`src/hw/rtl/gmcr_pkg.sv`:
```
// Shared constants, types and reset values for the gradient map colour ramp.
package gmcr_pkg;

   // Stop registers and how many of them the ramp uses.
   localparam int REG_COUNT       = 6;
   localparam int NUM_STOPS       = 6;
   localparam int USED_STOPS      = (NUM_STOPS > REG_COUNT) ? REG_COUNT :
                                    ((NUM_STOPS < 2) ? 2 : NUM_STOPS);
   localparam int SEGMENTS        = USED_STOPS - 1;
   localparam int CSR_INDEX_WIDTH = $clog2(REG_COUNT);
   localparam int CSR_DATA_WIDTH  = 48;

   // Data path widths.
   localparam int GRAY_WIDTH = 8;
   localparam int KEY_WIDTH  = 2 * GRAY_WIDTH;
   localparam int CHAN_WIDTH = 8;
   localparam int CHANNELS   = 4;
   localparam int NUM_WIDTH  = KEY_WIDTH + CHAN_WIDTH;

   // Pipeline depth: six front stages, then one divider stage per quotient bit.
   localparam int DIV_STEPS    = CHAN_WIDTH;
   localparam int FRONT_STAGES = 6;
   localparam int LATENCY      = FRONT_STAGES + DIV_STEPS;

   // Channel positions within a packed colour (red in the top byte).
   localparam int CH_RED   = 3;
   localparam int CH_GREEN = 2;
   localparam int CH_BLUE  = 1;
   localparam int CH_ALPHA = 0;

   typedef logic [CHANNELS-1:0][CHAN_WIDTH-1:0] color_type;

   // One stop as held in its register: colour in bits 47:16, position below.
   typedef struct packed {
      color_type             color;
      logic [KEY_WIDTH-1:0]  pos;
   } stop_type;

   typedef stop_type [REG_COUNT-1:0] stop_array_type;

   // Segment chosen for one pixel, ready for interpolation.
   typedef struct packed {
      logic                  valid;
      color_type             lo;
      color_type             hi;
      logic [KEY_WIDTH-1:0]  width;
      logic [KEY_WIDTH-1:0]  delta;
      logic [KEY_WIDTH-1:0]  rest;
   } seg_type;

   // Weighted sums per channel, waiting to be divided by the segment width.
   typedef struct packed {
      logic                                  valid;
      logic [CHANNELS-1:0][NUM_WIDTH-1:0]    num;
      logic [KEY_WIDTH-1:0]                  width;
   } sum_type;

   // Reset contents of the stop registers, last stop first.
   localparam stop_array_type STOP_RESET = {
      48'hFF7F00FFBE81,
      48'hFFFF00FF9867,
      48'h00FF00FF7F01,
      48'h0000FFFF3F81,
      48'hFF5CC5FF1967,
      48'hFF0000FF0000
   };

endpackage

```
`src/hw/rtl/gmcr_csr.sv`:
```
// Stop register file for the colour ramp, written through the plain write port.
module gmcr_csr (
   input  logic                                   clock,
   input  logic                                   reset,
   input  logic                                   csr_write_enable,
   input  logic [gmcr_pkg::CSR_INDEX_WIDTH-1:0]   csr_index,
   input  logic [gmcr_pkg::CSR_DATA_WIDTH-1:0]    csr_write_data,
   output gmcr_pkg::stop_array_type               stops
);

   gmcr_pkg::stop_array_type stops_ff;
   gmcr_pkg::stop_array_type stops_in;

   // A write lands in the addressed stop; indexes beyond the list are dropped.
   always_comb begin
      stops_in = stops_ff;
      for (int i = 0; i < gmcr_pkg::REG_COUNT; i++) begin
         if (csr_write_enable && (csr_index == gmcr_pkg::CSR_INDEX_WIDTH'(i))) begin
            stops_in[i] = gmcr_pkg::stop_type'(csr_write_data);
         end
      end
   end

   always_ff @(posedge clock) begin
      if (reset) begin
         stops_ff <= gmcr_pkg::STOP_RESET;
      end else begin
         stops_ff <= stops_in;
      end
   end

   assign stops = stops_ff;

endmodule

```
`config.mk`:
```
export PLATFORM = sky130hd
export DESIGN_NAME = gmcr_csr
export DESIGN_NICKNAME = d
export VERILOG_FILES = /design/src/hw/rtl/gmcr_pkg.sv /design/src/hw/rtl/gmcr_csr.sv
export SDC_FILE = /design/constraint.sdc
export NUM_CORES = 1
export LEC_CHECK = 0
export ABC_AREA = 1
export BUFFER_PORTS_ARGS = -buffer_cell sky130_fd_sc_hd__buf_2
export CORE_UTILIZATION = 50
export DETAILED_ROUTE_END_ITERATION = 6
export GPL_ROUTABILITY_DRIVEN = 0
export PLACE_DENSITY = 0.88
export SETUP_SLACK_MARGIN = 0.02
export SLEW_MARGIN = 40
export SYNTH_ARGS = -nofsm -noshare
export SYNTH_HDL_FRONTEND = slang
export SYNTH_SLANG_ARGS = --single-unit
```
`constraint.sdc`:
```
create_clock -name clock -period 1.4 [get_ports clock]
set_clock_uncertainty 0.1 [all_clocks]
set_input_delay 0.07 -clock clock [delete_from_list [all_inputs] [get_ports clock]]
set_output_delay 0.07 -clock clock [all_outputs]
set_load 0.05 [all_outputs]
```
* Yosys cells after proc, flatten, opt, wreduce, memory -nomap -nowiden
Index checks and enable logic that the tools add are counted.
Storage, ports and cells: flip-flop bits (word level) 288, input port bits 54, output and inout bits 288, word-level logic and storage cells 42
Cells by class: equality and inequality tests 5, reductions and logical operators 7
Operator list (number):
- $eq 3x2->1 const B | 2
- $eq 3x3->1 const B | 2
- $logic_and 1x1->1 | 6
- $eq 3x1->1 const B | 1
- $logic_not 3->1 | 1

* Depth between registers and ports, before layout
word-level depth 2, gate-level depth with buffers 7, mapped depth without buffers 5

* Worst setup path before layout
Ideal clock, no wire load.
path kind in2reg, from input csr_index[0] (netlist bit), to register stops_ff (netlist bit stops[202]), setup time 114 ps, arrival 851 ps, data required time 1186 ps, slack 335 ps, cell stages on the path 6, buffers on the path 2, cells stage by stage nor2_1 -> buf_2 -> buf_2 -> nand3_1 -> nand2_1 -> nor2_1
Between the ends: word-level cells in the longest chain between the ends 2
Ends and longest elaborated chain:
- start: declaration | line gmcr_csr.sv:6 | input logic [gmcr_pkg::CSR_INDEX_WIDTH-1:0] csr_index,
- $eq 3x3->1 | line gmcr_csr.sv:18 | if (csr_write_enable && (csr_index == gmcr_pkg::CSR_INDEX_WIDTH'(i))) begin
- $logic_and 1x1->1 | line gmcr_csr.sv:18
- end signal: assignment | line gmcr_csr.sv:26 | stops_ff <= gmcr_pkg::STOP_RESET;
- end signal: assignment | line gmcr_csr.sv:28 | stops_ff <= stops_in;
- end: declaration | line gmcr_csr.sv:11 | gmcr_pkg::stop_array_type stops_ff;
Every way passes these cells. A chain may end at the register's enable or synchronous reset.

* Final worst setup path
from register stops_ff (netlist bit stops[191]), to output stops[191] (netlist bit)
RTL lines:
- end: declaration | line gmcr_csr.sv:8 | output gmcr_pkg::stop_array_type stops
No word-level cell between the ends.

==> impl_metrics.toml <==
[outcome]
status = "completed"

[cts]
clock_latency_ns = 0.54
clkTransAtPathRegs_ns = 0.06
cts_tree = "yes"
numCtsBuffers = 30
root_buffer = "clkbuf_16"
clock_sinks = 288
cts_buffer_depth = 3
cts.htree.levels = 1

[routing]
drt_iter0_drc = 886
vias = 11500
vias_per_cell = 5.44
top_layer = "met4"
wl_met3_um = 3880
wl_met1_um = 14200
dr_wl_met2_um = 17900
drtAntennaViolNets = 0
wl_per_cell_um = 18.1
drt_first_pass_iters = 5
drc = 0
drt_wl_total_um = 38300

[yosys]
yosysWarnings = 0
ys_seq_elements = 288
yosysMostFrequentCell = "nand2_1"
synth_nets = 1504
syn_inst = 1450
syn_area_um2 = 10500
ys.flop_type = "dfxtp_1"
synth-async-reset-ratio_pct = 0
synth-edff-count = 0
synth_common_cells = "459 x nand2_1, 288 x dfxtp_1, 288 x nand3_1"
synthTopCellsByArea = "dfxtp_1 55%, nand2_1 16%, nand3_1 14%, nor2_1 9.4%, clkbuf_1 2.0%"
synth.largest_area_cell = "dfxtp_1"
yosysSeqAreaShare_pct = 54.7
synth.avg_cell_area_um2 = 7.27
yosysTopAreaCellShare_pct = 54.7
synth_cell_types = 12

[power_and_ir_drop]
powerDensity_nw_per_um2 = 1360
p_leak_nw = 7.16
vdd_drop_max_uv = 1300

[min_path]
holdPathStages = 6
worst_hold_path_type = "in2reg"

[layout]
largest_reg_flops = 288
fin_area_um2 = 14500
drive_gt1_share_pct = 24.5
num_antenna_cells = 0
syn_to_final_growth_pct = 37.6
stdcell_count = 2114
n_fill_cell = 1568
fin_nets = 1878

[worst_setup_path]
crit_type = "reg2out"
path_max_fanout = 2
cp.depth = 1
critPathLaunchType = "flop"
worstPathArrival_ns = 1.20
rr_worst_depth = 3
cp.buffers_inverters = 1
critPathTopFamily = "flip-flops"
crit_chain = "buf_2"
cp.required_ns = 1.23
endpoint_kind = "output port"
slowest_stage = "dfxtp_1"
slowest_delay_ns = 0.38

[grt]
grt_use_total_pct = 34.3
antenna_found_initial = 0
overflow = 0
grt_max_degree = 48
grt_pass1_wl_um = 58000
grt_pass1_vias = 10900

[die]
io-pin-count = 342
die_area_um2 = 21700
coreArea_um2 = 20400
dieHeight_um = 147
placementRows = 52
start_util_pct = 51.6
die_w_um = 147

[sta]
tightest_slew_ns = 0.407
setup_viol = 0
max_freq_mhz = 728
fin_setup_tns_ns = 0
min_period_ns = 1.37
hold_slack_ns = 0.0341
finalMaxSlewViolations = 0
rsz0062_at_grt = "yes"
slew_headroom_pct = 72.8
fin_crit_sh_pct = 98.1
hold_viol = 0

[placement]
hpwlAfterDp_um = 25100
dpl_cell_area_um2 = 12900
numPortBuffers = 341
numPlacedInstances = 2006

[flow_run]
cap_violations = 0
[layout by cell type, fill, tap and decap left out, types with 19 or more instances in the layout]
cell type / synthesis / layout
nor2_1: 265 / 258
clkbuf_16: 0 / 31
buf_2: 30 / 318
buf_12: 0 / 23
nand2_1: 459 / 459
clkbuf_4: 0 / 19
nand3_1: 288 / 288
buf_4: 2 / 28
inv_1: 40 / 40
dlygate4sd3_1: 0 / 53
dfxtp_1: 288 / 288
[report_power, final]
part	internal, mW	switching [mW]	total (mW)	leakage [nW]
sequential	8.49	0.170	8.66	2.35
combinational	0.755	2.12	2.87	4.30
clock	5.04	3.19	8.23	0.511
total	14.3	5.48	19.8	7.16
[stage by stage]
stage | utilization [%] | total power, mW | worst slack (ns)
3_3_place_gp | 62.9 | 11.5 | 0.130
3_5_place_dp | 62.9 | 11.5 | 0.0633
4_1_cts | 70.7 | 19.7 | 0.0228
2_1_floorplan | - | 10.6 | 0.335
6_report | 71.0 | 19.8 | 0.0265
5_1_grt | 71.0 | 20.3 | 0.0157
[cells by family after synthesis]
family / synth area share [%]
and+or+nand+nor: 39.7
DFF: 54.7
buffers and inverters: 5.66
[what timing repair did]
item                                   4_1_cts  5_1_grt
pin swaps                                    0        1
hold buffers                                54        0
setup endpoints to repair                    4       42
resized for setup                            4       22
endpoints found under the hold margin      281        0
buffers inserted                             0        2
[area by class of cell]
class                      count  area (µm²)  area share, %
inverter                      47         189           1.30
clock buffer                  45         918           6.33
tap                          270         338           2.33
clock inverter                 7         114          0.785
timing repair buffer         442        2950           20.3
sequential                   288        5770           39.7
multi-input combinational   1015        4240           29.2
[final timing paths]
kind | startpoint | end | slack (ns)
worst max-delay path | stops[191]$_SDFFE_PP0P_ | stops[191] | 0.03
worst min-delay path | csr_index[1] | stops[191]$_SDFFE_PP0P_ | 0.03
worst max register to register | stops[124]$_SDFFE_PP1P_ | stops[124]$_SDFFE_PP1P_ | 0.20
worst min register to register | stops[285]$_SDFFE_PP1P_ | stops[285]$_SDFFE_PP1P_ | 0.35
[metal layers]
layer,vias up,GRT usage [%]
met1,5265,41.7
li1,5282,-
met2,783,56.8
met5,-,0
met4,0,19.9
met3,173,6.61
No activity file was read; power rests on OpenSTA's default activity.
