File: src/hw/rtl/gmcr_pkg.sv
// Shared constants, types and reset values for the gradient map colour ramp.
package gmcr_pkg;

   // Stop registers and how many of them the ramp uses.
   localparam int REG_COUNT       = 6;
   localparam int NUM_STOPS       = 6;
   localparam int USED_STOPS      = (NUM_STOPS > REG_COUNT) ? REG_COUNT :
                                    ((NUM_STOPS < 2) ? 2 : NUM_STOPS);
   localparam int SEGMENTS        = USED_STOPS - 1;
   localparam int CSR_INDEX_WIDTH = $clog2(REG_COUNT);
   localparam int CSR_DATA_WIDTH  = 48;

   // Data path widths.
   localparam int GRAY_WIDTH = 8;
   localparam int KEY_WIDTH  = 2 * GRAY_WIDTH;
   localparam int CHAN_WIDTH = 8;
   localparam int CHANNELS   = 4;
   localparam int NUM_WIDTH  = KEY_WIDTH + CHAN_WIDTH;

   // Pipeline depth: six front stages, then one divider stage per quotient bit.
   localparam int DIV_STEPS    = CHAN_WIDTH;
   localparam int FRONT_STAGES = 6;
   localparam int LATENCY      = FRONT_STAGES + DIV_STEPS;

   // Channel positions within a packed colour (red in the top byte).
   localparam int CH_RED   = 3;
   localparam int CH_GREEN = 2;
   localparam int CH_BLUE  = 1;
   localparam int CH_ALPHA = 0;

   typedef logic [CHANNELS-1:0][CHAN_WIDTH-1:0] color_type;

   // One stop as held in its register: colour in bits 47:16, position below.
   typedef struct packed {
      color_type             color;
      logic [KEY_WIDTH-1:0]  pos;
   } stop_type;

   typedef stop_type [REG_COUNT-1:0] stop_array_type;

   // Segment chosen for one pixel, ready for interpolation.
   typedef struct packed {
      logic                  valid;
      color_type             lo;
      color_type             hi;
      logic [KEY_WIDTH-1:0]  width;
      logic [KEY_WIDTH-1:0]  delta;
      logic [KEY_WIDTH-1:0]  rest;
   } seg_type;

   // Weighted sums per channel, waiting to be divided by the segment width.
   typedef struct packed {
      logic                                  valid;
      logic [CHANNELS-1:0][NUM_WIDTH-1:0]    num;
      logic [KEY_WIDTH-1:0]                  width;
   } sum_type;

   // Reset contents of the stop registers, last stop first.
   localparam stop_array_type STOP_RESET = {
      48'hFF7F00FFBE81,
      48'hFFFF00FF9867,
      48'h00FF00FF7F01,
      48'h0000FFFF3F81,
      48'hFF5CC5FF1967,
      48'hFF0000FF0000
   };

endpackage

File: src/hw/rtl/gmcr_lerp.sv
// Weighting stages: form a*(w-d) + b*d for every channel of the chosen segment.
module gmcr_lerp (
   input  logic                clock,
   input  logic                reset,
   input  gmcr_pkg::seg_type   seg,
   output gmcr_pkg::sum_type   sum
);

   localparam int NW = gmcr_pkg::NUM_WIDTH;

   // Stage E: the two products per channel.
   logic                                          e_valid_ff;
   logic [gmcr_pkg::CHANNELS-1:0][NW-1:0]         e_lo_ff;
   logic [gmcr_pkg::CHANNELS-1:0][NW-1:0]         e_hi_ff;
   logic [gmcr_pkg::CHANNELS-1:0][NW-1:0]         e_lo_in;
   logic [gmcr_pkg::CHANNELS-1:0][NW-1:0]         e_hi_in;
   logic [gmcr_pkg::KEY_WIDTH-1:0]                e_width_ff;

   // Stage F: the sum handed to the divider.
   gmcr_pkg::sum_type                             sum_ff;
   gmcr_pkg::sum_type                             sum_in;

   // Data moves on every cycle; only the valid bits are cleared by reset.
   always_ff @(posedge clock) begin
      e_lo_ff      <= e_lo_in;
      e_hi_ff      <= e_hi_in;
      e_width_ff   <= seg.width;
      sum_ff.num   <= sum_in.num;
      sum_ff.width <= sum_in.width;
      if (reset) begin
         e_valid_ff   <= 1'b0;
         sum_ff.valid <= 1'b0;
      end else begin
         e_valid_ff   <= seg.valid;
         sum_ff.valid <= sum_in.valid;
      end
   end

   // One 8 by 16 bit product for each stop colour and channel.
   always_comb begin
      for (int c = 0; c < gmcr_pkg::CHANNELS; c++) begin
         e_lo_in[c] = NW'(seg.lo[c]) * NW'(seg.rest);
         e_hi_in[c] = NW'(seg.hi[c]) * NW'(seg.delta);
      end
   end

   // The sum never exceeds 255 times the width, so it fits without a carry out.
   always_comb begin
      sum_in.valid = e_valid_ff;
      sum_in.width = e_width_ff;
      for (int c = 0; c < gmcr_pkg::CHANNELS; c++) begin
         sum_in.num[c] = e_lo_ff[c] + e_hi_ff[c];
      end
   end

   assign sum = sum_ff;

endmodule

File: config.mk
export PLATFORM = sky130hd
export DESIGN_NAME = gmcr_lerp
export DESIGN_NICKNAME = d
export VERILOG_FILES = /design/src/hw/rtl/gmcr_pkg.sv /design/src/hw/rtl/gmcr_lerp.sv
export SDC_FILE = /design/constraint.sdc
export NUM_CORES = 2
export LEC_CHECK = 0
export BUFFER_PORTS_ARGS = -buffer_cell sky130_fd_sc_hd__buf_2
export CORE_MARGIN = 5
export CORE_UTILIZATION = 55
export CTS_CLUSTER_SIZE = 20
export DETAILED_ROUTE_END_ITERATION = 6
export GPL_TIMING_DRIVEN = 0
export PLACE_DENSITY = 0.73
export SLEW_MARGIN = 20
export SYNTH_ARGS = -nofsm -noshare
export SYNTH_HDL_FRONTEND = slang
export SYNTH_SLANG_ARGS = --single-unit
export TNS_END_PERCENT = 5
File: constraint.sdc
create_clock -name clock -period 11.9 [get_ports clock]
set_input_delay 0.595 -clock clock [delete_from_list [all_inputs] [get_ports clock]]
set_output_delay 0.595 -clock clock [all_outputs]
set_load 0.05 [all_outputs]
== Word level (Yosys, flattened, before mapping) ==
Index checks and enable logic that the tools add are counted.

* Multipliers: 8
* Add/sub/neg operators: 4

{| class="wikitable"
|+ Operator list
! kind !! number
|-
| 8-bit by 16-bit multiplier with 24-bit output || 8
|-
| 24-bit adder || 4
|}

* Bits of input ports: 115
* Output and inout bits: 113
* Word-level logic and storage cells: 28
* Register bits: 322

== Logic depth before layout (Yosys ltp) ==
* Depth in word-level cells: 1
* Depth in mapped cells: 19
* Depth with buffers taken out: 18

== Worst setup path before layout ==
No wires, ideal clock.

* Path kind: input -> register
* Start point: input seg[20] in the netlist's numbering
* End point: register e_hi_ff[94] in the netlist's numbering
* Cell stages on the path: 18
* Data arrival time: 4.921 ns
* Path slack: 6.851 ns
* Required time: 11.773 ns
* Library setup time: 0.127 ns
* Buffers on the path: 1
* Cell sequence: clkbuf_1 > nand2_1 > fa_1 > fa_1 > inv_1 > fa_1 > inv_1 > fa_1 > inv_1 > ha_1 > a21oi_4 > o31ai_2 > a211o_1 > or3_4 > a31o_4 > a221oi_4 > o31ai_2 > xor2_1

{| class="wikitable"
|+ RTL lines
! item !! RTL line !! text
|-
| start: declaration || gmcr_lerp.sv:5 || <nowiki>input gmcr_pkg::seg_type seg,</nowiki>
|-
| end signal: assignment || gmcr_lerp.sv:26 || <nowiki>e_hi_ff <= e_hi_in;</nowiki>
|-
| end: declaration || gmcr_lerp.sv:14 || <nowiki>logic [gmcr_pkg::CHANNELS-1:0][NW-1:0] e_hi_ff;</nowiki>
|}

==> metrics.txt <==
Post-Syn Instances=4796; post-cts resize count=0; Final Hold Vio Count=0; unrepaired setup endpoints after global routing=false; IO buf count=227; top-count cell post-synth=and2_1; DR iter-0 viols=2129; CTS H-Tree Depth=2; Worst Clk Skew=0.0223 ns; Core Area=78900 um2; f_max=177 MHz; final setup vio count=0; Reg clk slew, reported paths=0.06 ns; total grt overflow=0; routability cong.=0.979; CTS sink cnt=322; Syn. warnings=0; Syn Nets=6031; Synth Cell Area=43700 um2; Root Driver=clkbuf_16; CTS Hold Bufs=0; Top delay family on crit path=adder cells; Tot GR Track Use=28.2%; WP buf/inv=4; Worst Path Required=12.34 ns; Post-synth top flop=dfxtp_1; status=finished clean; Final Max Slew Viols=0; post-synthesis simple-gate area fraction=18.6%; Pre-Repair DR Iteration Count=5; CP Capture Type=flop; layout cell share with drive strength beyond 1=6.05%; die area=85200 um2; Synth async-reset ratio=0%; Post-Synth Adder-Cell Area=43.7%; area delta synth->final=8.63%; cells taking the most area after synthesis=fa_1 31%, dfxtp_1 15%, ha_1 13%; Slew headroom=36.2%; Clock Latency Late Sink=0.55 ns; DRT Wirelength=121 mm; largest family of logic cells by synthesized area=adder cells; DIE WIDTH=292 um; WL/cell=19.6 um; number of synthesized flops with an enable pin=0; leakage power=24.2 nW; Worst path most repeated cell=fa_1; TritonCTS clock tree=yes; Crit-path slowest cell=clkbuf_1; worst-case clock buffer depth=3; die height=292 um; filler instances=6962; Critical Path AT=6.10 ns; dpl hpwl=99.6 mm; Synth Area in Compound Gates=9.41%; PwrDens=261 nW/um2; Layout Nets=6295; Yosys reg bits=322; CP peak stage delay=0.69 ns; Initial Util=55.4%; vias in the first global route=35600; crit path kind=primary input to flop; syn avg cell area=9.11 um2; Critical Path Source Type=primary input; Peak VDD IR=0.000310 V; global-route wire length before repair=191 mm; share of the synthesized area in the top cell type=31.0%; final worst path period share=47.6%; post-CTS setup buffers=0; Critical Path Fanout Max=10; Min-Delay Path Class=primary input to flop; Detail Route Antenna Nets=0; Vias=34000; setup TNS=0 ns; CTS buffer count=35; IO Pins=228; pin count of the biggest net entering global routing=17; Distinct cells, synth=74; Slew @ Worst Pin=0.949 ns; mux share of post-synthesis cell area=0.115%; number of antenna violations at the first check in global routing=19; synth cell count leaders=852 x and2_1, 844 x inv_1, 676 x fa_1; Final min period=5.66 ns; Max-Cap Viols=0; FP Rows=103; Critical Path, Cell by Cell=buf_2, clkbuf_1, and2_1, fa_1, fa_1, fa_1, inv_1, fa_1, inv_1, ha_1, a2111oi_0, o21ai_1, a41o_1, a311oi_1, o21ai_1, o31ai_1, xnor2_1; XOR/XNOR Fraction of Synth Area=4.59%; Yosys top cell by area=fa_1; fin util=60.2%; post-synthesis sequential area ratio=14.8%; DRC=0; routed vias/inst=5.52
[worst reg2reg max path, delay by kind of cell, from the launching register on]
kind | cells | cell delay (ns)
compound gates | 6 | 1.70
fa+ha+maj | 2 | 0.55
buf+inv | 1 | 0.05
flops | 1 | 0.31
simple gates | 2 | 0.23
[area by class of cell]
cell class	count	area (um2)	share of cell area, %
clock buffers	45	965	2.03
flip-flops and latches	322	6450	13.6
clock inverters	19	325	0.686
plain buffers	179	676	1.42
multi-input cells	3451	33400	70.4
diodes	11	27.5	0.0580
well taps	1050	1310	2.77
repair buffers	227	1140	2.39
inverters	844	3170	6.68
[registers in the layout, summed over array words and instances (netlist names)]
| signal | flops |
|---|---|
| e_hi_ff | 96 |
| e_width_ff | 16 |
| sum | 113 |
| e_lo_ff | 96 |
| e_valid_ff | 1 |
[kinds of logic after synthesis]
logic type,after synthesis
AND/OR/NAND/NOR,1471
XOR/XNOR,229
adder cells (fa/ha/maj),1120
AO/OA/AOI/OAI,626
multiplexers,5
flip-flops,322
buffers and inverters,1023
[final timing paths]
kind / start / to / slack [ns] / cells after the start
worst max register to register: e_lo_ff[24] / sum[62] / 8.88 / 11
worst min-delay path: seg[36] / e_width_ff[4] / 0.15 / 1
worst min register to register: e_width_ff[10] / sum[10] / 0.32 / 0
worst max-delay path: seg[4] / e_lo_ff[70] / 6.24 / 17
[per-stage QoR]
step / std cells / power, mW / hold WS [ns] / setup WS, ns / cell area (um2)
floorplan: 4796 / 8.63 / 0.310 / 6.85 / 43700
global placement: 6073 / 11.0 / 0.310 / 5.81 / 46100
detailed placement: 6073 / 11.0 / 0.312 / 5.81 / 46100
CTS: 6137 / 12.3 / 0.121 / 6.35 / 47400
global route: 6145 / 13.5 / 0.123 / 5.98 / 47400
finish: 6148 / 12.4 / 0.148 / 6.24 / 47400
[cell usage in the layout (no fill, tap or decap), types with 7 or more instances in the layout]
master and instances:
and2_1 852, inv_1 844, fa_1 676, ha_1 444, dfxtp_1 322, nand2_1 281
buf_2 228, a21oi_1 186, clkbuf_1 180, xnor2_1 166, nor2_1 134, a21o_1 123
o21ai_0 97, xor2_1 63, o21a_1 48, nand3_1 38, clkbuf_16 36, nor2b_1 30
nor3_1 29, o21bai_1 28, nand2b_1 22, and3_1 21, nand4_1 19, a211oi_1 17
a31oi_1 15, o211ai_1 13, diode_2 11, o21ai_1 10, a221oi_1 9, or3_1 8
and4_1 8, o31ai_1 7, a211o_1 7, o22ai_1 7, nor4_1 7, bufinv_16 7
[where the power goes]
part,total [mW],switching [mW],internal (mW)
clock,1.20,0.458,0.738
combinational,9.25,5.65,3.60
sequential,1.92,0.242,1.68
[routing by layer]
| layer | wire (um) | GRT usage [%] | vias up |
|---|---|---|---|
| li1 | - | - | 15500 |
| met1 | 48300 | 36.1 | 16800 |
| met2 | 57900 | 48.0 | 1329 |
| met3 | 9580 | 5.51 | 319 |
| met4 | 4940 | 10.3 | 6 |
| met5 | 45 | 0 | - |
Note: power is estimated with default switching activity, not from simulation.
