<file path="src/hw/rtl/gmcr_pkg.sv">
// Shared constants, types and reset values for the gradient map colour ramp.
package gmcr_pkg;

   // Stop registers and how many of them the ramp uses.
   localparam int REG_COUNT       = 6;
   localparam int NUM_STOPS       = 6;
   localparam int USED_STOPS      = (NUM_STOPS > REG_COUNT) ? REG_COUNT :
                                    ((NUM_STOPS < 2) ? 2 : NUM_STOPS);
   localparam int SEGMENTS        = USED_STOPS - 1;
   localparam int CSR_INDEX_WIDTH = $clog2(REG_COUNT);
   localparam int CSR_DATA_WIDTH  = 48;

   // Data path widths.
   localparam int GRAY_WIDTH = 8;
   localparam int KEY_WIDTH  = 2 * GRAY_WIDTH;
   localparam int CHAN_WIDTH = 8;
   localparam int CHANNELS   = 4;
   localparam int NUM_WIDTH  = KEY_WIDTH + CHAN_WIDTH;

   // Pipeline depth: six front stages, then one divider stage per quotient bit.
   localparam int DIV_STEPS    = CHAN_WIDTH;
   localparam int FRONT_STAGES = 6;
   localparam int LATENCY      = FRONT_STAGES + DIV_STEPS;

   // Channel positions within a packed colour (red in the top byte).
   localparam int CH_RED   = 3;
   localparam int CH_GREEN = 2;
   localparam int CH_BLUE  = 1;
   localparam int CH_ALPHA = 0;

   typedef logic [CHANNELS-1:0][CHAN_WIDTH-1:0] color_type;

   // One stop as held in its register: colour in bits 47:16, position below.
   typedef struct packed {
      color_type             color;
      logic [KEY_WIDTH-1:0]  pos;
   } stop_type;

   typedef stop_type [REG_COUNT-1:0] stop_array_type;

   // Segment chosen for one pixel, ready for interpolation.
   typedef struct packed {
      logic                  valid;
      color_type             lo;
      color_type             hi;
      logic [KEY_WIDTH-1:0]  width;
      logic [KEY_WIDTH-1:0]  delta;
      logic [KEY_WIDTH-1:0]  rest;
   } seg_type;

   // Weighted sums per channel, waiting to be divided by the segment width.
   typedef struct packed {
      logic                                  valid;
      logic [CHANNELS-1:0][NUM_WIDTH-1:0]    num;
      logic [KEY_WIDTH-1:0]                  width;
   } sum_type;

   // Reset contents of the stop registers, last stop first.
   localparam stop_array_type STOP_RESET = {
      48'hFF7F00FFBE81,
      48'hFFFF00FF9867,
      48'h00FF00FF7F01,
      48'h0000FFFF3F81,
      48'hFF5CC5FF1967,
      48'hFF0000FF0000
   };

endpackage

</file>
<file path="src/hw/rtl/gmcr_locate.sv">
// Front stages: square the gray level, test every segment and pick the first hit.
module gmcr_locate (
   input  logic                               clock,
   input  logic                               reset,
   input  logic                               in_valid,
   input  logic [gmcr_pkg::GRAY_WIDTH-1:0]    gray,
   input  gmcr_pkg::stop_array_type           stops,
   output gmcr_pkg::seg_type                  seg
);

   localparam int SEGS = gmcr_pkg::SEGMENTS;
   localparam int KW   = gmcr_pkg::KEY_WIDTH;

   // Stage A: input register.
   logic                              a_valid_ff;
   logic [gmcr_pkg::GRAY_WIDTH-1:0]   a_gray_ff;

   // Stage B: ramp key.
   logic                              b_valid_ff;
   logic [KW-1:0]                     b_key_ff;
   logic [KW-1:0]                     b_key_in;

   // Stage C: segment tests.
   logic                              c_valid_ff;
   logic [KW-1:0]                     c_key_ff;
   logic [SEGS-1:0]                   c_hit_ff;
   logic [SEGS-1:0]                   c_hit_in;
   logic                              c_below_ff;
   logic                              c_below_in;

   // Stage D: chosen segment.
   gmcr_pkg::seg_type                 seg_ff;
   gmcr_pkg::seg_type                 seg_in;

   // Data moves on every cycle; only the valid bits are cleared by reset.
   always_ff @(posedge clock) begin
      a_gray_ff  <= gray;
      b_key_ff   <= b_key_in;
      c_key_ff   <= b_key_ff;
      c_hit_ff   <= c_hit_in;
      c_below_ff <= c_below_in;
      seg_ff.lo    <= seg_in.lo;
      seg_ff.hi    <= seg_in.hi;
      seg_ff.width <= seg_in.width;
      seg_ff.delta <= seg_in.delta;
      seg_ff.rest  <= seg_in.rest;
      if (reset) begin
         a_valid_ff <= 1'b0;
         b_valid_ff <= 1'b0;
         c_valid_ff <= 1'b0;
         seg_ff.valid <= 1'b0;
      end else begin
         a_valid_ff <= in_valid;
         b_valid_ff <= a_valid_ff;
         c_valid_ff <= b_valid_ff;
         seg_ff.valid <= seg_in.valid;
      end
   end

   // The key is the square of the gray level, 0 to 65025.
   assign b_key_in = KW'(a_gray_ff) * KW'(a_gray_ff);

   // Each segment is tested on its own against both of its bounds.
   always_comb begin
      for (int i = 0; i < SEGS; i++) begin
         c_hit_in[i] = (b_key_ff >= stops[i].pos) && (b_key_ff <= stops[i+1].pos);
      end
      c_below_in = b_key_ff < stops[0].pos;
   end

   // The first segment that holds the key wins. Keys outside the ramp and
   // zero-width segments become a flat segment of width one, so that the
   // divider returns the colour unchanged.
   always_comb begin
      logic [SEGS-1:0]       sel;
      logic                  taken;
      gmcr_pkg::stop_type    lo_stop;
      gmcr_pkg::stop_type    hi_stop;
      gmcr_pkg::color_type   flat;
      logic [KW-1:0]         width;
      logic [KW-1:0]         delta;

      taken   = 1'b0;
      lo_stop = '0;
      hi_stop = '0;
      for (int i = 0; i < SEGS; i++) begin
         sel[i] = c_hit_ff[i] && !taken;
         taken  = taken || c_hit_ff[i];
         if (sel[i]) begin
            lo_stop = lo_stop | stops[i];
            hi_stop = hi_stop | stops[i+1];
         end
      end
      width = hi_stop.pos - lo_stop.pos;
      delta = c_key_ff - lo_stop.pos;

      if (taken) begin
         flat = lo_stop.color;
      end else if (c_below_ff) begin
         flat = stops[0].color;
      end else begin
         flat = stops[gmcr_pkg::USED_STOPS-1].color;
      end

      seg_in.valid = c_valid_ff;
      if (taken && (width != '0)) begin
         seg_in.lo    = lo_stop.color;
         seg_in.hi    = hi_stop.color;
         seg_in.width = width;
         seg_in.delta = delta;
         seg_in.rest  = width - delta;
      end else begin
         seg_in.lo    = flat;
         seg_in.hi    = flat;
         seg_in.width = KW'(1);
         seg_in.delta = '0;
         seg_in.rest  = KW'(1);
      end
   end

   assign seg = seg_ff;

endmodule

</file>
<file path="config.mk">
export PLATFORM = sky130hd
export DESIGN_NAME = gmcr_locate
export DESIGN_NICKNAME = d
export VERILOG_FILES = /design/src/hw/rtl/gmcr_pkg.sv /design/src/hw/rtl/gmcr_locate.sv
export SDC_FILE = /design/constraint.sdc
export NUM_CORES = 1
export LEC_CHECK = 0
export BUFFER_PORTS_ARGS = -buffer_cell sky130_fd_sc_hd__buf_4
export CAP_MARGIN = 20
export CORE_MARGIN = 2
export CORE_UTILIZATION = 38
export CTS_CLUSTER_DIAMETER = 100
export DETAILED_ROUTE_END_ITERATION = 10
export PLACE_DENSITY = 0.71
export REMOVE_ABC_BUFFERS = 1
export SLEW_MARGIN = 15
export SYNTH_ARGS = -nofsm -noshare
export SYNTH_HDL_FRONTEND = slang
export SYNTH_SLANG_ARGS = --single-unit
</file>
<file path="constraint.sdc">
create_clock -name clock -period 6 [get_ports clock]
set_input_delay 0.6 -clock clock [delete_from_list [all_inputs] [get_ports clock]]
set_output_delay 0.6 -clock clock [all_outputs]
set_load 0.01 [all_outputs]
</file>
Yosys cells after proc, flatten, opt, wreduce, memory -nomap -nowiden
Cells that the tools add are included.

Register bits: 162. Input port bits: 299. Output and inout bits: 113. Logic and storage cells: 75.

Add/sub/neg operators: 3. Multipliers: 1. $lt $le $gt $ge: 11. Mux-type cells: 13. Bitwise gates (word level): 8. Reductions and logical operators: 19.

Operators with widths (count): 48-bit 2-to-1 mux (10); 48-bit OR (8); 112-bit 2-to-1 mux (1); 16-bit greater-or-equal comparator (5); 16-bit <= comparator (5); 32-bit 2-to-1 mux (2); 16-bit subtractor (3); 16-bit < comparator (1); 8-bit by 8-bit multiplier with 16-bit output (1); 16-bit nonzero test (1); 1-bit logical AND (10); 1-bit logical NOT (4); 1-bit logical OR (4).

Depth between registers and ports, before layout
Depth in word-level cells: 13. Depth in mapped cells: 24. Depth with buffers taken out: 20.

Least setup slack after synthesis
Ideal clock, no wire load.

Path kind: register -> register. Start point: reg c_hit_ff[1]. End point: reg seg_ff (netlist bit seg[51]). Setup time: 0.121 ns. Arrival time: 4.991 ns. Data required time: 5.879 ns. Slack: 0.888 ns. Stages on the path, launching flop included: 23. Path buffers: 6. Clock period less this slack: 5.112 ns. Cell sequence: dfxtp_1 -> clkbuf_1 -> clkbuf_1 -> clkbuf_1 -> buf_1 -> a21oi_1 -> o21ai_0 -> a221o_1 -> ha_1 -> inv_1 -> fa_1 -> a211oi_1 -> o21ai_1 -> a21oi_1 -> nor2_1 -> xnor2_1 -> nand2b_1 -> or4_1 -> nand4b_2 -> and2_1 -> buf_6 -> buf_6 -> mux2_4.

RTL lines: start, declared (RTL line gmcr_locate.sv:26) `logic [SEGS-1:0] c_hit_ff;`; start signal, assigned (RTL line gmcr_locate.sv:40) `c_hit_ff <= c_hit_in;`; end, declared (RTL line gmcr_locate.sv:32) `gmcr_pkg::seg_type seg_ff;`.

==> qor.yml <==
run_status: "complete, no violations"
wl_per_cell_um: 20.30
synthDistinctLibCells: 68
htreeDepth: 4
clock-root-buffer: "clkbuf_16"
portBuffers: 411
wirelength_um: 53600
slew_headroom_pct: 24.48
cts_sinks: 160
worst_slew_pin_slew_ns: 1.133
antenna_found_initial: 4
syn_inst: 1802
coreArea_um2: 36350
startpoint_type: "flop"
max_stage_delay_ns: 0.48
synthXorXnorAreaFrac_pct: 3.557
synth_seq_cells: 160
grt_max_degree: 172
critPathCaptureType: "flop"
synthToLayoutAreaGrowth_pct: 30.01
synth.area.mux_share_pct: 5.736
fin_area_um2: 18060
setup_ws_ns: 0.2980
path_max_fanout: 36
hold_path_class: "primary input to flop"
critPathSlowestCell: "or3_1"
critPathKind: "flop to flop"
synth_top_area_share_pct: 23.05
synthSimpleGateAreaFrac_pct: 17.32
cts_buffers: 17
die_width_um: 195.2
cap_violations: 0
dpl_worst_slack_ns: 0.1995
ir_drop_mv: 0.4982
initial_core_util_pct: 38.23
post-route-period-util_pct: 95.03
ctsResizeCount: 0
synth-edff-count: 0
maxSlewViolCount: 0
final_core_util_pct: 49.70
gp_congestion: 0.9646
die_area_um2: 38110
fmax_mhz: 175.4
synthAdderAreaFrac_pct: 18.15
num_vias: 14820
async_reset_ff_share_pct: 0
num_rows: 70
fill_cells: 3498
drtAntennaViolNets: 0
worst_path_most_repeated_cell: "o21ai_0"
track_usage_pct: 26.93
cp.required_ns: 6.34
yosysTopAreaCell: "dfxtp_1"
die_y_um: 195.2
cp_cell_sequence: "or3_1 > nor3b_4 > buf_4 > buf_6 > a221oi_1 > ha_1 > o21ai_0 > o21ai_0 > o21ai_0 > o311a_1 > a311o_1 > or4_1 > nand4b_2 > and2_2 > buf_4 > mux2_1"
cp_num_buf_inv: 3
drive_above_1_share_pct: 23.79
synthTopCellsByCount: "211 x a21oi_1, 199 x nand2_1, 179 x nor2_1"
layout_min_cycle_time_ns: 5.702
place_hpwl_um: 41670
yosys_warnings: 0
setup_viol: 0
fin_nets: 2638
cts_setup_buffers: 0
clkTransAtPathRegs_ns: 0.07
cts_tree: "done"
grt_pass1_vias: 14170
synthFlopType: "dfxtp_1"
via_per_inst: 5.614
drt_pre_antenna_iters: 6
ctsHoldBuffers: 0
clk_latency_ns: 0.46
skew_ns: 0.02216
netlist_area_um2: 13890
grt_overflow: 0
grt_pass1_wl_um: 79060
drc: 0
power_leakage_uw: 0.008985
cts_buffer_depth: 2
postPlaceCellArea_um2: 17370
ios: 412
hold_viol_final: 0
power_density_nw_per_um2: 787.7
syn_area_per_cell_um2: 7.711
synth-compound-area-share_pct: 25.08
yosysSeqAreaShare_pct: 23.05
critPathTopFamily: "simple AND/OR/NAND/NOR gates"
arrival_ns: 6.04
synth.area.top_cells: "dfxtp_1 23%, ha_1 14%, a21oi_1 7.6%"
synth_top_family_by_area: "compound AO/OA/AOI/OAI gates"
synth_most_common_cell: "a21oi_1"
first_iter_violations: 1209
[cell type report]
class / instances / area, um^2 / area share (%)
inverter: 153 / 574.3 / 3.179
multi-input combinational: 1389 / 9734 / 53.89
antenna: 3 / 7.507 / 0.04156
timing repair buffer: 435 / 3314 / 18.35
tap: 468 / 585.6 / 3.241
clock inverter: 14 / 192.7 / 1.067
sequential: 160 / 3217 / 17.81
clock buffer: 18 / 439.2 / 2.431
[layer usage]
metal,routed length (um),global-route usage [%],vias up
li1,-,-,7085
met4,2402,12.52,4
met2,24750,44.87,685
met5,34,0,-
met1,22630,33.69,6914
met3,3784,5.060,133
[power by group]
| part | switching (uW) | internal, uW |
|---|---|---|
| Combinational | 6170 | 4870 |
| Sequential | 304 | 1680 |
| Clock | 517 | 683 |
[cell families (layout without fill, tap and decap cells)]
logic type / count (synthesis) / count (layout)
fa+ha+maj: 186 / 186
xor+xnor: 54 / 54
other cells: 0 / 3
flops: 160 / 160
simple gates: 531 / 531
mux: 65 / 65
compound gates: 553 / 553
buf+inv: 253 / 620
[placed cells by master (no fill, tap or decap), drive strengths merged, types with 6 or more instances in the layout]
cell | Yosys | layout
a211oi | 32 | 32
a21o | 42 | 42
a21oi | 211 | 211
a221o | 48 | 48
a221oi | 19 | 19
a31oi | 11 | 11
and2 | 25 | 25
and3 | 8 | 8
buf | 24 | 434
clkbuf | 76 | 19
dfxtp | 160 | 160
fa | 27 | 27
ha | 156 | 156
inv | 153 | 161
mux2 | 33 | 33
mux2i | 32 | 32
nand2 | 199 | 199
nand2b | 13 | 13
nand3 | 7 | 7
nand3b | 6 | 6
nand4 | 20 | 20
nand4b | 6 | 6
nor2 | 180 | 180
nor2b | 18 | 18
nor3 | 16 | 16
nor3b | 8 | 8
nor4 | 7 | 7
o21a | 7 | 7
o21ai | 106 | 106
o21bai | 11 | 11
o22ai | 32 | 32
or3 | 8 | 8
or4 | 6 | 6
xnor2 | 35 | 35
xor2 | 18 | 18
[path summary, 6_finish.rpt]
kind                            cells after the start           end  slack [ns]   startpoint
worst min register to register                      0   c_key_ff[0]        0.36  b_key_ff[0]
worst max register to register                     16       seg[50]        0.30  c_hit_ff[1]
worst min-delay path                                1  a_gray_ff[0]        0.26      gray[0]
worst max-delay path                               16       seg[50]        0.30  c_hit_ff[1]
[worst register-to-register path, cell delays in order, from the launching register on]
cell,delay [ns]
dfxtp_4,0.46
or3_1,0.49
nor3b_4,0.29
buf_4,0.38
buf_6,0.38
a221oi_1,0.20
ha_1,0.39
o21ai_0,0.09
o21ai_0,0.18
o21ai_0,0.18
o311a_1,0.32
a311o_1,0.37
or4_1,0.42
nand4b_2,0.36
and2_2,0.32
buf_4,0.33
mux2_1,0.45
[sequential cells by signal (all words and copies together), names as in the netlist]
| signal | flops |
|---|---|
| c_below_ff | 1 |
| b_valid_ff | 1 |
| c_valid_ff | 1 |
| c_hit_ff | 5 |
| b_key_ff | 15 |
| seg | 113 |
| a_valid_ff | 1 |
| c_key_ff | 15 |
| a_gray_ff | 8 |
[per-stage QoR]
step / power [uW] / std cells / hold slack [ns] / setup TNS [ns]
detailed placement: 12860 / 2604 / 0.3483 / 0
floorplan: 9793 / 1702 / 0.3308 / -221.74
CTS: 14110 / 2636 / 0.2246 / 0
global route: 15540 / 2639 / 0.2258 / -0.01166
finish: 14230 / 2640 / 0.2568 / 0
global placement: 12640 / 2603 / 0.3339 / 0
(Power assumes the default switching activity.)
