## config.mk

```make
export PLATFORM = sky130hd
export DESIGN_NAME = gmcr_div
export DESIGN_NICKNAME = d
export VERILOG_FILES = /design/src/hw/rtl/gmcr_pkg.sv /design/src/hw/rtl/gmcr_div.sv
export SDC_FILE = /design/constraint.sdc
export NUM_CORES = 2
export LEC_CHECK = 0
export BUFFER_PORTS_ARGS = -buffer_cell sky130_fd_sc_hd__buf_4
export CAP_MARGIN = 20
export CELL_PAD_IN_SITES_DETAIL_PLACEMENT = 2
export CELL_PAD_IN_SITES_GLOBAL_PLACEMENT = 2
export CORE_MARGIN = 2
export CORE_UTILIZATION = 43
export CTS_CLUSTER_DIAMETER = 60
export DETAILED_ROUTE_END_ITERATION = 10
export PLACE_DENSITY = 0.83
export REMOVE_ABC_BUFFERS = 1
export SLEW_MARGIN = 20
export SYNTH_ARGS = -nofsm -noshare
export SYNTH_HDL_FRONTEND = slang
export SYNTH_SLANG_ARGS = --single-unit
export TNS_END_PERCENT = 50
```

## constraint.sdc

```tcl
create_clock -name clock -period 4.3 [get_ports clock]
set_input_delay 0.215 -clock clock [delete_from_list [all_inputs] [get_ports clock]]
set_output_delay 0.215 -clock clock [all_outputs]
set_load 0.05 [all_outputs]
```

## src/hw/rtl/gmcr_pkg.sv

```systemverilog
// Shared constants, types and reset values for the gradient map colour ramp.
package gmcr_pkg;

   // Stop registers and how many of them the ramp uses.
   localparam int REG_COUNT       = 6;
   localparam int NUM_STOPS       = 6;
   localparam int USED_STOPS      = (NUM_STOPS > REG_COUNT) ? REG_COUNT :
                                    ((NUM_STOPS < 2) ? 2 : NUM_STOPS);
   localparam int SEGMENTS        = USED_STOPS - 1;
   localparam int CSR_INDEX_WIDTH = $clog2(REG_COUNT);
   localparam int CSR_DATA_WIDTH  = 48;

   // Data path widths.
   localparam int GRAY_WIDTH = 8;
   localparam int KEY_WIDTH  = 2 * GRAY_WIDTH;
   localparam int CHAN_WIDTH = 8;
   localparam int CHANNELS   = 4;
   localparam int NUM_WIDTH  = KEY_WIDTH + CHAN_WIDTH;

   // Pipeline depth: six front stages, then one divider stage per quotient bit.
   localparam int DIV_STEPS    = CHAN_WIDTH;
   localparam int FRONT_STAGES = 6;
   localparam int LATENCY      = FRONT_STAGES + DIV_STEPS;

   // Channel positions within a packed colour (red in the top byte).
   localparam int CH_RED   = 3;
   localparam int CH_GREEN = 2;
   localparam int CH_BLUE  = 1;
   localparam int CH_ALPHA = 0;

   typedef logic [CHANNELS-1:0][CHAN_WIDTH-1:0] color_type;

   // One stop as held in its register: colour in bits 47:16, position below.
   typedef struct packed {
      color_type             color;
      logic [KEY_WIDTH-1:0]  pos;
   } stop_type;

   typedef stop_type [REG_COUNT-1:0] stop_array_type;

   // Segment chosen for one pixel, ready for interpolation.
   typedef struct packed {
      logic                  valid;
      color_type             lo;
      color_type             hi;
      logic [KEY_WIDTH-1:0]  width;
      logic [KEY_WIDTH-1:0]  delta;
      logic [KEY_WIDTH-1:0]  rest;
   } seg_type;

   // Weighted sums per channel, waiting to be divided by the segment width.
   typedef struct packed {
      logic                                  valid;
      logic [CHANNELS-1:0][NUM_WIDTH-1:0]    num;
      logic [KEY_WIDTH-1:0]                  width;
   } sum_type;

   // Reset contents of the stop registers, last stop first.
   localparam stop_array_type STOP_RESET = {
      48'hFF7F00FFBE81,
      48'hFFFF00FF9867,
      48'h00FF00FF7F01,
      48'h0000FFFF3F81,
      48'hFF5CC5FF1967,
      48'hFF0000FF0000
   };

endpackage

```

## src/hw/rtl/gmcr_div.sv

```systemverilog
// Pipelined restoring divider: one quotient bit per stage on all four channels.
module gmcr_div (
   input  logic                  clock,
   input  logic                  reset,
   input  gmcr_pkg::sum_type     sum,
   output logic                  out_valid,
   output gmcr_pkg::color_type   quotient
);

   localparam int STEPS = gmcr_pkg::DIV_STEPS;
   localparam int LANES = gmcr_pkg::CHANNELS;
   localparam int NW    = gmcr_pkg::NUM_WIDTH;
   localparam int CW    = gmcr_pkg::CHAN_WIDTH;
   localparam int KW    = gmcr_pkg::KEY_WIDTH;

   logic [STEPS-1:0]                 valid_ff;
   logic [LANES-1:0][NW-1:0]         rem_ff   [STEPS];
   logic [LANES-1:0][NW-1:0]         rem_in   [STEPS];
   gmcr_pkg::color_type              quo_ff   [STEPS];
   gmcr_pkg::color_type              quo_in   [STEPS];
   logic [KW-1:0]                    width_ff [STEPS];

   // Operands seen by each stage: the divider input, then the stage before.
   logic [LANES-1:0][NW-1:0]         src_rem   [STEPS];
   gmcr_pkg::color_type              src_quo   [STEPS];
   logic [KW-1:0]                    src_width [STEPS];
   logic [STEPS-1:0]                 src_valid;

   always_comb begin
      src_rem[0]   = sum.num;
      src_quo[0]   = '0;
      src_width[0] = sum.width;
      src_valid[0] = sum.valid;
      for (int s = 1; s < STEPS; s++) begin
         src_rem[s]   = rem_ff[s-1];
         src_quo[s]   = quo_ff[s-1];
         src_width[s] = width_ff[s-1];
         src_valid[s] = valid_ff[s-1];
      end
   end

   // Stage s tries the width shifted up to quotient bit STEPS-1-s. The
   // remainder entering it is always below twice that shifted width.
   always_comb begin
      logic [NW-1:0] shifted;
      logic          take;

      for (int s = 0; s < STEPS; s++) begin
         shifted = NW'(src_width[s]) << (STEPS - 1 - s);
         for (int c = 0; c < LANES; c++) begin
            take = src_rem[s][c] >= shifted;
            rem_in[s][c] = take ? (src_rem[s][c] - shifted) : src_rem[s][c];
            quo_in[s][c] = {src_quo[s][c][CW-2:0], take};
         end
      end
   end

   always_ff @(posedge clock) begin
      if (reset) begin
         valid_ff <= '0;
      end else begin
         valid_ff <= src_valid;
      end
   end

   always_ff @(posedge clock) begin
      for (int s = 0; s < STEPS; s++) begin
         rem_ff[s]   <= rem_in[s];
         quo_ff[s]   <= quo_in[s];
         width_ff[s] <= src_width[s];
      end
   end

   assign out_valid = valid_ff[STEPS-1];
   assign quotient  = quo_ff[STEPS-1];

endmodule

```

* Word level (Yosys, flattened, before mapping)
Memories as Yosys holds them, arrays and structs flattened.
Index checks and enable logic that the tools add are counted.
** Storage, ports and cells
- Input bits :: 115
- Output and inout port bits :: 33
- Word-level logic and storage cells :: 100
- Memories :: 3
- Memory bits (writable) :: 1152
- Flip-flop bits (word level) :: 8
** Memories
- rem_ff :: depth 8, width 96, read ports 7, clocked after memory_dff 0, write ports 8, line gmcr_div.sv:17 : logic [LANES-1:0][NW-1:0] rem_ff [STEPS];
- quo_ff :: depth 8, width 32, read ports 8, clocked after memory_dff 0, write ports 8, line gmcr_div.sv:19 : gmcr_pkg::color_type quo_ff [STEPS];
- width_ff :: depth 8, width 16, read ports 7, clocked after memory_dff 0, write ports 8, line gmcr_div.sv:21 : logic [KW-1:0] width_ff [STEPS];
** Operators by class
- Muxes and demuxes :: 32
- Magnitude comparators :: 32
- Add/subtract/negate cells :: 32
** Operators with widths (count)
- $mux W24 :: 32
- $ge A24 B16 Y1 :: 4
- $ge A24 B17 Y1 :: 4
- $ge A24 B18 Y1 :: 4
- $ge A24 B19 Y1 :: 4
- $ge A24 B20 Y1 :: 4
- $ge A24 B21 Y1 :: 4
- $ge A24 B22 Y1 :: 4
- $ge A24 B23 Y1 :: 4
- $sub A24 B16 Y24 :: 4
- $sub A24 B17 Y24 :: 4
- $sub A24 B18 Y24 :: 4
- $sub A24 B19 Y24 :: 4
- $sub A24 B20 Y24 :: 4
- $sub A24 B21 Y24 :: 4
- $sub A24 B22 Y24 :: 4
- $sub A24 B23 Y24 :: 4

* Longest topological paths before layout
An unclocked memory read counts as a cell.
- Word-level depth :: 3
- Gate-level depth with buffers :: 14
- Gate-level depth less buffers :: 12

* Worst setup path before layout
No wires, ideal clock.
- Path kind :: reg-to-reg
- Start point :: memory width_ff[2][1] (netlist bit)
- End point :: memory rem_ff[3][71] (netlist bit)
- Data arrival time :: 2.694 ns
- Path slack :: 1.486 ns
- Setup time :: 0.121 ns
- Path buffers :: 0
- Required time :: 4.179 ns
- Cell stages (with the launch flop) :: 11
- Clock period less this slack :: 2.814 ns
- Path through :: dfxtp_1 -> inv_1 -> ha_1 -> nand2b_1 -> a21oi_1 -> o31a_1 -> o31ai_2 -> a211oi_1 -> o31a_1 -> nor4b_1 -> mux2_2
** RTL lines (line)
- start, declared :: gmcr_div.sv:21
- end, declared :: gmcr_div.sv:17

==> run summary <==
The slew at the pin closest to its max-slew limit came out at 1080 ps. The combinational fraction of design power was 47.5%; the clock buffer count from CTS was 118. The tools report the met2 routed wirelength as 98.9 mm.

Total chip power: 47.2 mW. In this run the critical register-to-register path is captured at rem_ff[4][39]$_DFF_P_. Entering global routing, the biggest net connects 34 pins.

Clock tree synthesis found a total of 936 sinks. Post-synth design cell area: 0.0499 mm2. The global-route total usage across every layer is 32.7%, and the worst-path maximum fanout is 17. The peak ir drop on the vdd network came out at 0.383 mV. Setup repair after global routing left no endpoint under its margin. Clock latency on the worst-skew pair, taken at its later pin, is 730 ps. Worst max-slew margin expressed relative to the limit: 28.2%. In the routed design, unresolved DRC markers number 0. Counting every instance in the synthesized netlist gives 5498. The logs give 5 for the number of detailed-route iterations in the first pass and 4930 ps for the required time at the worst-slack endpoint. Routed signal wires occupy layers up through met4.

Of the total power, the share spent switching nets is 41.9%. For this block, the initial DRC count from the detailed router was 2005. STA classifies the critical path startpoint as a register. Worst-case setup margin in the final layout: 558 ps. The worst hold path begins at sum[89]. The tools report the register-to-register setup slack as 560 ps.

The internal portion of total power was 27.4 mW. Summed over all failing endpoints, the final setup total negative slack is 0 ps. The library cell with the largest summed area after synthesis was dfxtp_1.

The share of synthesized area in the top cell type comes to 37.6%. For this run the aggregate overflow at the end of global routing stands at 0. At the end of routability-driven placement, the weighted congestion stood at 0.936. The most used flip-flop cell after synthesis is dfxtp_1.

A synthesized cell averages 9.08 um2. Prior to clock tree synthesis, the placed netlist has a worst setup slack of 627 ps. The number of antenna violations at the first check in global routing came out at 3.

Area overhead of the layout relative to synthesis: 15.9%. The reported leakage power came out at 25.2 nW. The worst register-to-register path begins at width_ff[3][1]$_DFF_P_.

Setup violations remaining at the end of the flow were counted as 0. Wire segments on met3 add up to 5.47 mm in the final route. The run gives 43300 as the total vias in the final route. TritonCTS built the clock tree. Using the TritonRoute via totals, the vias-per-cell ratio works out to 5.85. The total wire length was 197 mm. Count of warnings emitted by yosys: 0. Across the run, the number of max-cap violations was 0. For the CTS H-tree depth, the log shows 3.

Row generation in the floorplan step produced 124 rows. The area of the placeable core was 0.115 mm2; the register bit total from synthesis was 936. Final-report max-slew violation count: 0. The HPWL after detailed placement is 143 mm. Yosys mapped a number of flops with a built-in enable equal to 0.

The floorplan die area was 0.119 mm2. The first-pass GRT wire length is 299 mm. Data arrives at the worst endpoint at 4370 ps. For this run, the share of the core covered by cells in the final layout is 50.4%. For this run, asynchronously set or reset flops after synthesis account for 0%. Via count of the first global-routing pass: 49100. The run gives 0 as the number of resized instances in the post-cts repair step. The clock slew seen by the registers of the worst setup and hold paths is 60 ps, and the count of buffers from port buffering is 147. The met1 wire length was 78.0 mm; the floorplan die height was 345 um. Terminating pin of the worst hold path: rem_ff[0][73]$_DFF_P_.

The deepest clock path buffer count was 3; the total number of nets in the final design was 6437. The clock network is responsible for 22.0% of the overall power. For this design the top-level I/O count stands at 148. In this run the horizontal extent of the chip is 345 um. The number of fill cells in the layout was 12000. The library cell used most frequently in the layout, excluding fill and tap cells, is dfxtp_1.

The setup path with the least slack is of type register to register. The tools report the master cell of the clock root buffer as clkbuf_16. Sequential cells burn 30.5% of the power. The flow ran to the end, and the final reports show no timing, DRC or antenna violations. The clock period could shrink to 3740 ps.

The highest attainable clock frequency is 267 MHz, and the part of the Yosys area used for sequential elements is 37.6%. For this configuration, the core starts out at a cell density of 43.5%. Across the routed clock network, the largest skew measured is 27.2 ps. The number of instances on the worst hold path is 2. Yosys attributes the largest share of cell area to dfxtp_1 (38%), ha_1 (13%), xnor2_1 (4.8%).

The min-delay analysis places its worst path in the category primary input to register. The wire length per cell was 26.7 um. The power spent charging and discharging nets is 19.8 mW, and the ratio of total power to cell area is 816 mW/mm2. In the layout the commonest cells are dfxtp_1 (936), ha_1 (512), a21oi_1 (468). For the worst flop-to-flop path, the logic depth is 10. The logs give 0 for the final count of hold timing violations and 0 for the count of antenna-violating nets left after detailed routing. Dividing the final minimum period by the clock period gives 87.0%.

Counting distinct cell types in the post-synthesis netlist gives 104. Share of cells above drive strength 1: 10.2%. The worst setup path is captured at a register.
==> layout make-up <==
type                            instances  area (um2)  area share [%]
Inverter                              316        1190            2.06
Tap cell                             1512        1890            3.27
Clock buffer                          158        3370            5.82
Clock inverter                         63         743            1.29
Timing Repair Buffer                  296        2550            4.40
Multi-Input combinational cell       4114       29400            50.8
Sequential cell                       936       18700            32.4
Antenna cell                            1        2.50         0.00433
==> cells by family (layout without fill, tap and decap cells) <==
kind of cell	Yosys count	in the layout	synth area share (%)
other	0	1	0
AO/OA/AOI/OAI	1523	1523	19.4
AND/OR/NAND/NOR	1466	1466	14.2
buffers and inverters	448	833	3.82
multiplexers	156	156	3.54
adder cells (fa/ha/maj)	540	540	14.0
XOR/XNOR	429	429	7.53
flip-flops	936	936	37.6
==> cell usage after synthesis, drive strengths merged (15+ instances only) <==
cell type	instances
and3	30
a21o	178
clkbuf	48
nand2	392
o31a	25
ha	512
o31ai	41
nor4	50
nand3	96
and2	21
o41ai	15
nand4	65
fa	28
nor3	108
o211ai	42
or3	43
o21bai	56
a21oi	473
inv	316
o21a	64
a211oi	34
dfxtp	936
buf	84
a31oi	54
nor2	434
xnor2	273
nor2b	73
a21boi	32
nand2b	60
xor2	156
o21ai	371
a2111oi	18
mux2	143
==> metal layers <==
layer / track usage (%) / vias to the layer above
li1: - / 20200
met1: 35.9 / 21700
met2: 59.5 / 916
met3: 3.48 / 502
met4: 21.4 / 0
met5: 0 / -
==> state kept, by name (all words and copies together) (netlist names) <==
register,count
rem_ff,672
width_ff,112
valid_ff,8
quo_ff,144
==> worst max path at each step <==
| stage | startpoint | to | slack [ps] | depth (start not counted) |
|---|---|---|---|---|
| 6_report | width_ff[3][1]$_DFF_P_ | rem_ff[4][39]$_DFF_P_ | 560 | 10 |
| 5_1_grt | width_ff[1][1]$_DFF_P_ | rem_ff[2][46]$_DFF_P_ | 270 | 10 |
| 4_1_cts | width_ff[3][1]$_DFF_P_ | rem_ff[4][39]$_DFF_P_ | 550 | 10 |
| 3_5_place_dp | width_ff[3][1]$_DFF_P_ | rem_ff[4][39]$_DFF_P_ | 630 | 9 |
| 3_3_place_gp | width_ff[3][1]$_DFF_P_ | rem_ff[4][41]$_DFF_P_ | 730 | 10 |
| 2_1_floorplan | width_ff[3][1]$_DFF_P_ | rem_ff[4][22]$_DFF_P_ | 170 | 10 |
==> through the flow <==
| step | hold slack [ps] | cells | instance area (um2) |
|---|---|---|---|
| final | 165 | 7396 | 57800 |
| after global routing | 143 | 7396 | 57800 |
| after floorplan | 243 | 5366 | 49200 |
| after CTS | 114 | 7393 | 57800 |
| after global placement | 310 | 7057 | 52500 |
| after detailed placement | 314 | 7057 | 52500 |
==> what timing repair did <==
action / in CTS / in global routing
hold buffers: 115 / 0
buffers inserted: 0 / 0
endpoints found under the hold margin: 121 / 0
==> power groups by stage <==
stage	Combinational (mW)	Sequential, mW	Clock [mW]
detailed placement	21.4	14.4	0
global placement	20.2	14.3	0
global route	24.7	14.6	11.0
floorplan	15.8	13.4	0
CTS	22.2	14.3	10.5
finish	22.4	14.4	10.4
==> critical path, stage by stage (launching register included) <==
cell and delay, ps:
dfxtp_1 560, inv_1 200, ha_1 350, nor2b_1 160, o31a_1 320, o311ai_0 620, nand3_1 250, nor2_2 660
buf_4 340, nand2_1 90, o21ai_0 90
Power figures use the tool's default switching activity.
